$ cat config.mk
export PLATFORM = sky130hd
export DESIGN_NAME = brf_front
export DESIGN_NICKNAME = d
export VERILOG_FILES = /design/src/rtl/brf_pkg.sv /design/src/rtl/brf_front.sv
export SDC_FILE = /design/constraint.sdc
export NUM_CORES = 1
export LEC_CHECK = 0
export ABC_CLOCK_PERIOD_IN_PS = 4800
export BUFFER_PORTS_ARGS = -buffer_cell sky130_fd_sc_hd__buf_2
export CAP_MARGIN = 20
export CORE_AREA = 5 5 42 44
export DETAILED_ROUTE_END_ITERATION = 10
export DIE_AREA = 0 0 47 49
export GPL_TIMING_DRIVEN = 0
export SLEW_MARGIN = 20
export SYNTH_ARGS = -nofsm -noshare
export SYNTH_HDL_FRONTEND = slang
export SYNTH_SLANG_ARGS = --single-unit
export TNS_END_PERCENT = 1
$ cat constraint.sdc
create_clock -name vclk -period 4.8
set_input_delay 1.44 -clock vclk [all_inputs]
set_output_delay 1.44 -clock vclk [all_outputs]
set_load 0.01 [all_outputs]
$ cat src/rtl/brf_pkg.sv
// Shared types, codes and defaults of the byte ring FIFO with burst reads.
`timescale 1ns / 1ps

package brf_pkg;

	localparam int DEPTH_DEF     = 1024;
	localparam int MAX_BURST_DEF = 64;

	localparam int CAP_W   = 11;
	localparam int CMD_W   = 2;
	localparam int BYTE_W  = 8;
	localparam int COUNT_W = 7;
	localparam int KIND_W  = 2;
	localparam int OCC_W   = 11;

	localparam int QUEUE_DEPTH = 4;
	localparam int QPTR_W      = 2;
	localparam int QCNT_W      = 3;

	localparam logic [CMD_W-1:0] CMD_WRITE = 2'd0;
	localparam logic [CMD_W-1:0] CMD_READ  = 2'd1;
	localparam logic [CMD_W-1:0] CMD_CLEAR = 2'd2;

	localparam logic [KIND_W-1:0] KIND_WRITE   = 2'd0;
	localparam logic [KIND_W-1:0] KIND_BYTE    = 2'd1;
	localparam logic [KIND_W-1:0] KIND_REFUSED = 2'd2;
	localparam logic [KIND_W-1:0] KIND_CLEAR   = 2'd3;

	typedef struct packed {
		logic [CMD_W-1:0]   cmd;
		logic [BYTE_W-1:0]  data_in;
		logic [COUNT_W-1:0] read_count;
	} in_item_t;

	typedef struct packed {
		logic [KIND_W-1:0] kind;
		logic [BYTE_W-1:0] data_out;
		logic              accepted;
		logic              last;
		logic [OCC_W-1:0]  occupancy;
	} out_item_t;

	typedef enum logic [1:0] {
		OP_WRITE,
		OP_READ,
		OP_REFUSE,
		OP_CLEAR
	} op_e;

	typedef struct packed {
		op_e                op;
		logic [BYTE_W-1:0]  data;
		logic [COUNT_W-1:0] count;
	} op_t;

	typedef struct packed {
		logic push;
		op_t  entry;
	} push_req_t;

endpackage

$ cat src/rtl/brf_front.sv
// Front end: accepts input requests and classifies them into queue operations.
`timescale 1ns / 1ps

module brf_front #(
	parameter int MAX_BURST = brf_pkg::MAX_BURST_DEF
) (
	input  logic                in_valid,
	output logic                in_stall,
	input  brf_pkg::in_item_t   in_item,
	input  logic                q_full,
	output brf_pkg::push_req_t  push_req
);

	logic accept;

	assign in_stall = q_full;
	assign accept   = in_valid && !q_full;

	always_comb begin
		push_req.entry.data  = in_item.data_in;
		push_req.entry.count = in_item.read_count;
		push_req.entry.op    = brf_pkg::OP_WRITE;
		push_req.push        = accept;
		case (in_item.cmd)
			brf_pkg::CMD_WRITE: begin
				push_req.entry.op = brf_pkg::OP_WRITE;
			end
			brf_pkg::CMD_READ: begin
				// out-of-range counts are refused here; the stored-byte check is in the back end
				if (int'(in_item.read_count) inside {[1:MAX_BURST]}) begin
					push_req.entry.op = brf_pkg::OP_READ;
				end else begin
					push_req.entry.op = brf_pkg::OP_REFUSE;
				end
			end
			brf_pkg::CMD_CLEAR: begin
				push_req.entry.op = brf_pkg::OP_CLEAR;
			end
			default: begin
				// unused command: drop, no result
				push_req.push = 1'b0;
			end
		endcase
	end

endmodule

======== Word-level counts from Yosys, hierarchy flattened ========
Cells that the tools add are included.
word-level totals
  register bits ........................... 0
  bits of input ports ..................... 19
  output and inout port bits .............. 19
  word-level logic and storage cells ...... 12
operators by class
  $lt $le $gt $ge ......................... 2
  equality and inequality tests ........... 2
  mux-type cells .......................... 3
  reductions and logical operators ........ 5
operators by type and width
  kind                                                               number
  greater-or-equal comparator 7 x 1 -> 1 bit, second input constant  1
  <= comparator 7 bit, second input constant                         1
  case mux 2 bit (2 select lines)                                    1
  OR reduction 3 bit                                                 1
  equality test 2 x 1 -> 1 bit, second input constant                1
  equality test 2 bit, second input constant                         1
  logical AND 1 bit                                                  2
  logical NOT 2 bit                                                  1
  2-to-1 mux 2 bit                                                   1
  logical NOT 1 bit                                                  1
  2-to-1 mux 1 bit                                                   1

======== Logic depth before layout (Yosys ltp) ========
  depth in word-level cells ............... 4
  gate-level depth with buffers ........... 5

======== Worst setup path after synthesis ========
Ideal clock, no wire load.
  path type ............................... input to output
  start ................................... input port in_item[2] (netlist bit)
  end ..................................... output port push_req[15] (netlist bit)
  arrival ................................. 2.299 ns
  slack ................................... 1.061 ns
  cell stages on the path ................. 3
  path buffers ............................ 0
  cell sequence ........................... or4_4 -> o31ai_1 -> nand3_1
RTL lines
  element      RTL line         RTL
  from (decl)  brf_front.sv:9   input brf_pkg::in_item_t in_item,
  to (decl)    brf_front.sv:11  output brf_pkg::push_req_t push_req

==> results by group <==
Run status
  • Outcome: finished clean

Route
  • Post-DR wirelength/cell: 8.30 microns
  • Vias/cell: 3.88
  • Vias: 310
  • Final WL: 664 microns
  • Iter 0 DRT Violations: 4
  • First-pass iteration count of the detailed router: 2
  • Post-DRT Antenna Nets: 0
  • DR DRC count: 0

Setup path
  • Worst Setup End Kind: output pin
  • Startpoint types: input pin
  • CP bufs+invs: 2
  • Worst path max stage delay: 0.53 ns
  • Crit path kind: input pin to output pin
  • CP cell instances: buf_2 > or4_4 > o31ai_1 > nand3_1 > buf_2
  • CP dominant cell by count: buf_2
  • Worst EP arrival: 2.54 ns
  • Crit path max-delay cell type: or4_4
  • Req. time, crit path: 3.36 ns
  • Cell family with the largest share of critical-path delay: simple AND/OR/NAND/NOR gates
  • Worst Path Max Fanout: 3

Floorplan
  • Starting Density: 17.9%
  • Die ar.: 2300 sq um
  • Io pins: 38
  • Die width: 47 microns
  • Chip Height: 49 microns
  • Row count: 14
  • Core area: 1400 sq um

Global routing
  • Global-route wire length before repair: 1.13 mm
  • Total Routing Usage GR: 5.82%
  • Largest net degree at the start of global routing: 5
  • Gr ovfl total: 0
  • Vias in the first global route: 281
  • Initial antenna violation count: 0

Final layout
  • Area growth syn-to-layout: 67.7%
  • Sequential cell count: 0
  • Filler cell count: 171
  • FF+latch area: 0 sq um
  • # clk buffers: 0
  • Number of diodes: 0
  • Layout cell share with drive strength beyond 1: 73.4%
  • Nets: 88
  • Design area: 422 sq um

STA
  • Crit path time final: 3.98 ns
  • Slew headroom: 75.1%
  • Tightest Pin Transition: 0.371 ns
  • TNS Setup: 0 ns
  • Max Fclk: 251 MHz
  • Hold WS: 3.06 ns
  • RSZ-0062 raised after global routing: no
  • Post-route clock period utilization: 82.9%
  • Max-slew violations: 0
  • Final setup viols: 0
  • Final Hold Vio Count: 0
  • Final worst setup slack: 0.820 ns

Power
  • Power density over the cells: 82.1 nW/um^2
  • Max VDD drop: 0.0229 mV
  • Sw Share: 42.5%
  • Internal cell power: 0.0199 mW
  • Leakage: 0.262 nW
  • Clk pwr share: 0%
  • Sequential power share: 0%
  • Psw: 0.0147 mW
  • Combinational power share: 100.0%

Placed design
  • Post-place instance area: 422 sq um
  • IO Port Bufs: 30
  • Pre-CTS WS: 0.793 ns
  • Final estimated routing congestion in global placement: 0.591

Clock network
  • Hold_buf cts: 0
  • Post-CTS Setup Inserts: 0
  • Cts repair resizes: 0

Synth
  • Post-synthesis cell type count: 11
  • Syn_area_per_cell: 7.40 sq um
  • Syn Inst Count: 34
  • Sequential element share of the synthesized area: 0%
  • Post-synth net total: 56
  • Yosys warning count: 0
  • Mapped Area: 251 sq um

Hold path
  • HP Class: input pin to output pin

Flow run
  • Number of max-cap violations: 0
## cell families (layout without fill, tap and decap cells)
kind of cell | count (synthesis) | in the layout | share of synthesized area (%)
buffers and inverters | 18 | 48 | 50.7
and+or+nand+nor | 11 | 11 | 28.4
adders and majority gates | 3 | 3 | 14.9
AOI/OAI and AO/OA | 2 | 2 | 5.97
## cell usage after synthesis (all sizes together)
| cell | number | area share (%) |
|---|---|---|
| and3b | 1 | 3.5 |
| buf | 16 | 48 |
| ha | 3 | 15 |
| inv | 2 | 3.0 |
| nand2b | 1 | 2.5 |
| nand3 | 4 | 8.0 |
| nor2 | 1 | 1.5 |
| nor3b | 2 | 6.0 |
| nor4 | 1 | 2.5 |
| o31ai | 2 | 6.0 |
| or4 | 1 | 4.5 |
## placed cells by master, fill, tap and decap left out
cell and n:
ha_1 3, nor3b_1 2, buf_2 30, nand3_1 4, and3b_1 1, nor2_1 1, or4_4 1, nand2b_1 1
o31ai_1 2, inv_1 2, buf_4 16, nor4_1 1
## layer usage
metal | vias up | track usage [%] | routed length (microns)
met4 | 0 | 0 | 0
met1 | 126 | 9.13 | 247
li1 | 162 | - | -
met3 | 0 | 0.369 | 118
met5 | - | 0 | 0
met2 | 22 | 9.05 | 298
## through the flow
stage,utilization [%],std cells,total power [mW]
floorplan,-,34,0.0197
global placement,30.1,80,0.0344
detailed placement,30.1,80,0.0352
CTS,30.1,80,0.0354
global route,30.1,80,0.0391
finish,30.1,80,0.0346
## power groups by stage
| stage | sequential, mW | combinational [mW] | clock (mW) |
|---|---|---|---|
| 3_3_place_gp | 0 | 0.0344 | 0 |
| 4_1_cts | 0 | 0.0354 | 0 |
| 2_1_floorplan | 0 | 0.0197 | 0 |
| 3_5_place_dp | 0 | 0.0352 | 0 |
| 5_1_grt | 0 | 0.0391 | 0 |
| 6_report | 0 | 0.0346 | 0 |
## layout make-up
| cell class | count | area, sq um | share of cell area, % |
|---|---|---|---|
| Inverter | 2 | 7.51 | 1.78 |
| Multi-Input combinational cell | 16 | 124 | 29.4 |
| Timing Repair Buffer | 30 | 150 | 35.6 |
| Buffer | 16 | 120 | 28.5 |
| Tap cell | 16 | 20.0 | 4.75 |
## path summary, 6_finish.rpt
| path | cells past startpoint | startpoint | slack [ns] | to |
|---|---|---|---|---|
| hold / removal | 2 | in_item[8] | 3.06 | push_req[8] |
| setup / recovery | 5 | in_item[2] | 0.82 | push_req[15] |
Power figures use the tool's default switching activity.
