[config.mk]
export PLATFORM = sky130hd
export DESIGN_NAME = brf_queue
export DESIGN_NICKNAME = d
export VERILOG_FILES = /design/src/rtl/brf_pkg.sv /design/src/rtl/brf_queue.sv
export SDC_FILE = /design/constraint.sdc
export NUM_CORES = 1
export LEC_CHECK = 0
export BUFFER_PORTS_ARGS = -buffer_cell sky130_fd_sc_hd__buf_2
export CAP_MARGIN = 20
export CORE_MARGIN = 8
export CORE_UTILIZATION = 40
export CTS_CLUSTER_DIAMETER = 40
export DETAILED_ROUTE_END_ITERATION = 6
export PLACE_DENSITY = 0.66
export SLEW_MARGIN = 15
export SYNTH_ARGS = -nofsm -noshare
export SYNTH_HDL_FRONTEND = slang
export SYNTH_SLANG_ARGS = --single-unit
[constraint.sdc]
create_clock -name clk -period 3.4 [get_ports clk]
set_input_delay 0.51 -clock clk [delete_from_list [all_inputs] [get_ports clk]]
set_output_delay 0.51 -clock clk [all_outputs]
set_load 0.05 [all_outputs]
[src/rtl/brf_pkg.sv]
// Shared types, codes and defaults of the byte ring FIFO with burst reads.
`timescale 1ns / 1ps

package brf_pkg;

	localparam int DEPTH_DEF     = 1024;
	localparam int MAX_BURST_DEF = 64;

	localparam int CAP_W   = 11;
	localparam int CMD_W   = 2;
	localparam int BYTE_W  = 8;
	localparam int COUNT_W = 7;
	localparam int KIND_W  = 2;
	localparam int OCC_W   = 11;

	localparam int QUEUE_DEPTH = 4;
	localparam int QPTR_W      = 2;
	localparam int QCNT_W      = 3;

	localparam logic [CMD_W-1:0] CMD_WRITE = 2'd0;
	localparam logic [CMD_W-1:0] CMD_READ  = 2'd1;
	localparam logic [CMD_W-1:0] CMD_CLEAR = 2'd2;

	localparam logic [KIND_W-1:0] KIND_WRITE   = 2'd0;
	localparam logic [KIND_W-1:0] KIND_BYTE    = 2'd1;
	localparam logic [KIND_W-1:0] KIND_REFUSED = 2'd2;
	localparam logic [KIND_W-1:0] KIND_CLEAR   = 2'd3;

	typedef struct packed {
		logic [CMD_W-1:0]   cmd;
		logic [BYTE_W-1:0]  data_in;
		logic [COUNT_W-1:0] read_count;
	} in_item_t;

	typedef struct packed {
		logic [KIND_W-1:0] kind;
		logic [BYTE_W-1:0] data_out;
		logic              accepted;
		logic              last;
		logic [OCC_W-1:0]  occupancy;
	} out_item_t;

	typedef enum logic [1:0] {
		OP_WRITE,
		OP_READ,
		OP_REFUSE,
		OP_CLEAR
	} op_e;

	typedef struct packed {
		op_e                op;
		logic [BYTE_W-1:0]  data;
		logic [COUNT_W-1:0] count;
	} op_t;

	typedef struct packed {
		logic push;
		op_t  entry;
	} push_req_t;

endpackage

[src/rtl/brf_queue.sv]
// Short operation queue between the front end and the back end.
`timescale 1ns / 1ps

module brf_queue (
	input  logic               clk,
	input  logic               arst_n,
	input  brf_pkg::push_req_t push_req,
	output logic               full,
	input  logic               pop,
	output logic               empty,
	output brf_pkg::op_t       head
);

	brf_pkg::op_t                entries_q [brf_pkg::QUEUE_DEPTH];
	logic [brf_pkg::QPTR_W-1:0]  wr_ptr_q;
	logic [brf_pkg::QPTR_W-1:0]  rd_ptr_q;
	logic [brf_pkg::QCNT_W-1:0]  cnt_q;
	logic                        do_push;
	logic                        do_pop;

	assign full    = (cnt_q == brf_pkg::QCNT_W'(brf_pkg::QUEUE_DEPTH));
	assign empty   = (cnt_q == '0);
	assign head    = entries_q[rd_ptr_q];
	assign do_push = push_req.push && !full;
	assign do_pop  = pop && !empty;

	always_ff @(posedge clk) begin
		if (do_push) begin
			entries_q[wr_ptr_q] <= push_req.entry;
		end
	end

	always_ff @(posedge clk or negedge arst_n) begin
		if (!arst_n) begin
			wr_ptr_q <= '0;
			rd_ptr_q <= '0;
			cnt_q    <= '0;
		end else begin
			if (do_push) begin
				wr_ptr_q <= wr_ptr_q + 1'b1;
			end
			if (do_pop) begin
				rd_ptr_q <= rd_ptr_q + 1'b1;
			end
			if (do_push && !do_pop) begin
				cnt_q <= cnt_q + 1'b1;
			end else if (do_pop && !do_push) begin
				cnt_q <= cnt_q - 1'b1;
			end
		end
	end

endmodule

Yosys cells after proc, flatten, opt, wreduce, memory -nomap -nowiden --
Memory sizes are Yosys's and may differ from the RTL's. Index checks and enable logic that the tools add are counted. Widths: inputs -> output; s select.
Operators by class: bitwise gates (word level) 0, order comparisons 0, shift-type cells 0, $mul 0, reduce and logical (&&, ||, !) cells 10, muxes and demuxes 4, equal/unequal tests 1, divide/modulo/power cells 0, add/subtract/negate cells 4
Operators by type and width (number):
- $mux 3 | 2
- $add 2x1->2 const B | 2
- $logic_and 1x1->1 | 4
- $logic_not 1->1 | 4
- $add 3x1->3 const B | 1
- $eq 3x3->1 const B | 1
- $logic_not 3->1 | 1
- $sub 3x1->3 const B | 1
- $mux 1 | 2
- $reduce_bool 2->1 | 1
Word-level totals: output and inout bits 19, input bits 21, bits in latches 0, ROM bits 0, RAM bits 68, register bits 7, logic and storage cells 23, memories kept 1
Memories:
- entries_q | depth 4, bits a word 17, read ports 1, clocked after memory_dff 0, write ports 1, line brf_queue.sv:14 | brf_pkg::op_t entries_q [brf_pkg::QUEUE_DEPTH];

Longest topological paths before layout --
word-level depth 7, gate-level depth with buffers 9, depth with buffers taken out 8

Least setup slack after synthesis --
No wires, ideal clock.
path type reg-to-reg, start point register cnt_q[0] (netlist name), end point register cnt_q[1] (netlist name), cell stages (with the launch flop) 8, data required time 3275 ps, arrival 2345 ps, period minus slack after synthesis 2469 ps, buffers on the path 1, setup time 125 ps, setup slack 931 ps, path through dfrtp_1 > nor3b_2 > nor2b_1 > buf_6 > ha_1 > inv_1 > fa_1 > mux2_2
On the way: cells in the longest elaborated chain, start to end 6, elaborated cells on any way between the ends 15, those cells by class add/sub (2); eq/ne (1); mux (2); reduce/logical (10)
RTL lines:
- from (decl) | line brf_queue.sv:17 | logic [brf_pkg::QCNT_W-1:0] cnt_q;
- from (signal assigned) | line brf_queue.sv:46 | cnt_q <= cnt_q + 1'b1;
- from (signal assigned) | line brf_queue.sv:48 | cnt_q <= cnt_q - 1'b1;
- $eq 3x3->1 (*) | line brf_queue.sv:21 | assign full = (cnt_q == brf_pkg::QCNT_W'(brf_pkg::QUEUE_DEPTH));
- via full | line brf_queue.sv:8 | output logic full,
- $logic_not 1->1 (*) | line brf_queue.sv:24 | assign do_push = push_req.push && !full;
- $logic_and 1x1->1 (*) | line brf_queue.sv:24
- via do_push | line brf_queue.sv:18 | logic do_push;
- $logic_not 1->1 | line brf_queue.sv:47 | end else if (do_pop && !do_push) begin
- $logic_and 1x1->1 | line brf_queue.sv:47
- $reduce_bool 2->1 (no line)
The timed path passes the listed nets; every way through them passes the cells marked *. The select of a mux whose other input is x is not followed. A chain may end at the register's enable or synchronous reset.

==> flow_metrics.env <==
export IMPL_vias=1324
export IMPL_drt_met1_wl_mm=2.06
export IMPL_fin_skew_ns=0.00971
export IMPL_clock_root_buffer="clkbuf_8"
export IMPL_hold_start="push_req[11]"
export IMPL_vias_per_cell=4.78
export IMPL_p_int_uw=1990
export IMPL_port_buffers=39
export IMPL_h_tree_depth=3
export IMPL_switching_share_pct=39.3
export IMPL_whs_path_depth=1
export IMPL_grt_pass1_wl_mm=7.83
export IMPL_grt_overflow=0
export IMPL_cts_repair_resized=0
export IMPL_dieArea_sq_mm=0.0103
export IMPL_num_io_pins=40
export IMPL_start_kind="register"
export IMPL_ant_nets=0
export IMPL_r2r_slack_ns=1.15
export IMPL_power_density_mw_per_mm2=963
export IMPL_core_area_sq_mm=0.00718
export IMPL_die_y_microns=102
export IMPL_hpwlAfterDp_mm=3.30
export IMPL_tightest_slew_ns=0.960
export IMPL_grt_usage_pct=10.5
export IMPL_yosysWarnings=0
export IMPL_p_switching_uw=1290
export IMPL_wl_per_cell_microns=18.0
export IMPL_syn_mean_instance_area_sq_um=23.4
export IMPL_dr_wl_met3_microns=313
export IMPL_rr_worst_depth=8
export IMPL_rr_startpoint="cnt_q[2]"
export IMPL_r2r_end="cnt_q[2]"
export IMPL_status="finished, final reports clean"
export IMPL_drv_slew=0
export IMPL_grt_pass1_vias=1477
export IMPL_drive_gt1_share_pct=37.6
export IMPL_final_cell_mix="edfxtp_1 (68), buf_2 (39), mux4_1 (9), clkbuf_8 (9), mux4_2 (8)"
export IMPL_synth_area_top_cells="edfxtp_1 (70%), mux4_1 (8.1%), mux4_2 (6.2%), dfrtp_1 (6.0%), ha_1 (2.1%)"
export IMPL_synth_distinct_cells=21
export IMPL_netlist_top_cell_by_area="edfxtp_1"
export IMPL_timing_setup_tns_ns=0
export IMPL_dr_wl_met2_mm=2.58
export IMPL_first_iter_violations=38
export IMPL_cts_sinks=75
export IMPL_synth_fp_nets=152
export IMPL_route_top_layer_used="met4"
export IMPL_combPwrFrac_pct=37.9
export IMPL_cts_tree="built"
export IMPL_grt_max_degree=19
export IMPL_seqPwrFrac_pct=42.4
export IMPL_netlist_area_leader_share_pct=69.8
export IMPL_drt_wl_total_mm=4.99
export IMPL_clock_latency_ns=0.34
export IMPL_hold_viol=0
export IMPL_min_period_ns=2.75
export IMPL_die_x_microns=102
export IMPL_pwr_share_clk_pct=19.7
export IMPL_diodes=0
export IMPL_path_clk_slew_ns=0.08
export IMPL_antenna_found_initial=0
export IMPL_final_period_utilization_pct=80.8
export IMPL_drc=0
export IMPL_ys_seq_area_share_pct=75.8
export IMPL_final_nets=200
export IMPL_clockBufferDepth=2
export IMPL_first_pass_iters=4
export IMPL_crit_required_ns=2.89
export IMPL_design_area_sq_mm=0.00341
export IMPL_crit_arrival_ns=2.24
export IMPL_fmax_mhz=364
export IMPL_setup_viol=0
export IMPL_area_delta_synth_final_pct=16.6
export IMPL_max_slew_margin_pct=36.0
export IMPL_mostFrequentLayoutCell="edfxtp_1"
export IMPL_ir_drop_uv=472
export IMPL_worst_hold_path_type="in -> reg"
export IMPL_synth_seq_cells=75
export IMPL_postSynthCellCount=125
export IMPL_crit_path_end_kind="primary output"
export IMPL_hold_end="entries_q[2][11]"
export IMPL_crit_type="reg -> out"
export IMPL_rsz0062_at_grt="no"
export IMPL_rows=31
export IMPL_cts_buffers=9
export IMPL_cap_violations=0
export IMPL_initial_utilization_pct=40.8
export IMPL_p_leak_uw=0.00124
export IMPL_dpl_cell_area_sq_mm=0.00321
export IMPL_place_congestion=0.728
export IMPL_worst_path_max_fanout=15
export IMPL_syn_cell_area_sq_mm=0.00293
[state kept, by name (all words and copies together), names as in the netlist]
signal / count
entries_q: 68
cnt_q: 3
wr_ptr_q: 2
rd_ptr_q: 2
[cell families (layout without fill, tap and decap cells)]
group	count (synthesis)	count (layout)	share of synthesized area, %
fa+ha+maj	6	6	2.82
xor+xnor	6	6	1.80
buf+inv	9	62	2.31
mux	19	19	15.1
flops	75	75	75.8
simple gates	10	10	2.14
[metal layers]
| metal | vias to the layer above | GRT usage, % |
|---|---|---|
| met4 | 0 | 3.78 |
| li1 | 604 | - |
| met2 | 36 | 18.1 |
| met5 | - | 0 |
| met1 | 680 | 11.3 |
| met3 | 4 | 4.19 |
[synthesized netlist by cell type]
| master | number |
|---|---|
| edfxtp_1 | 68 |
| mux4_1 | 9 |
| mux4_2 | 8 |
| dfrtp_1 | 7 |
| ha_1 | 5 |
| and2_1 | 4 |
| inv_1 | 4 |
| xnor2_1 | 4 |
| buf_2 | 2 |
| buf_6 | 2 |
| xor2_1 | 2 |
| buf_12 | 1 |
| fa_1 | 1 |
| mux2_2 | 1 |
| mux2_4 | 1 |
| nand2_1 | 1 |
| nand3_1 | 1 |
| nor2_1 | 1 |
| nor2b_1 | 1 |
| nor3b_2 | 1 |
| or3_1 | 1 |
[cell type report]
type,count,area [sq um]
clock buffers,9,124
clock inverters,7,68.8
fillers,600,3770
inverters,4,15.0
multi-input cells,41,641
flip-flops and latches,75,2220
well taps,99,124
repair buffers,42,220
[timing repair]
action | in CTS | in global routing
hold buffers | 1 | 0
buffers inserted | 0 | 0
hold endpoints to repair | 7 | 0
[per-stage QoR]
| stage | cells | worst slack [ns] | utilization (%) | total power (uW) | hold WS, ns |
|---|---|---|---|---|---|
| 3_3_place_gp | 260 | 1.05 | 44.7 | 2630 | 0.349 |
| 5_1_grt | 277 | 0.568 | 47.5 | 3430 | 0.372 |
| 3_5_place_dp | 260 | 1.02 | 44.7 | 2680 | 0.356 |
| 2_1_floorplan | 125 | 0.931 | - | 2400 | 0.214 |
| 4_1_cts | 277 | 0.628 | 47.5 | 3330 | 0.372 |
| 6_report | 277 | 0.654 | 47.5 | 3280 | 0.387 |
[worst max-delay path: stages, from the launching register on]
cell and delay (ns):
dfrtp_1 0.89, buf_4 0.27, mux4_2 0.50, buf_2 0.23
[how the worst max path moves through the flow]
stage,from,end,cells past startpoint
detailed placement,rd_ptr_q[0],head[8],3
CTS,rd_ptr_q[0],head[0],3
global route,rd_ptr_q[0],head[0],3
global placement,rd_ptr_q[0],head[9],3
floorplan,cnt_q[0],cnt_q[1],7
finish,rd_ptr_q[0],head[0],3
[power by group through the flow]
stage	clock network [uW]	logic [uW]	registers [uW]
finish	647	1250	1390
global route	699	1320	1420
CTS	663	1270	1400
detailed placement	0	1260	1420
global placement	0	1240	1400
floorplan	0	1100	1300
Power figures use the tool's default switching activity.
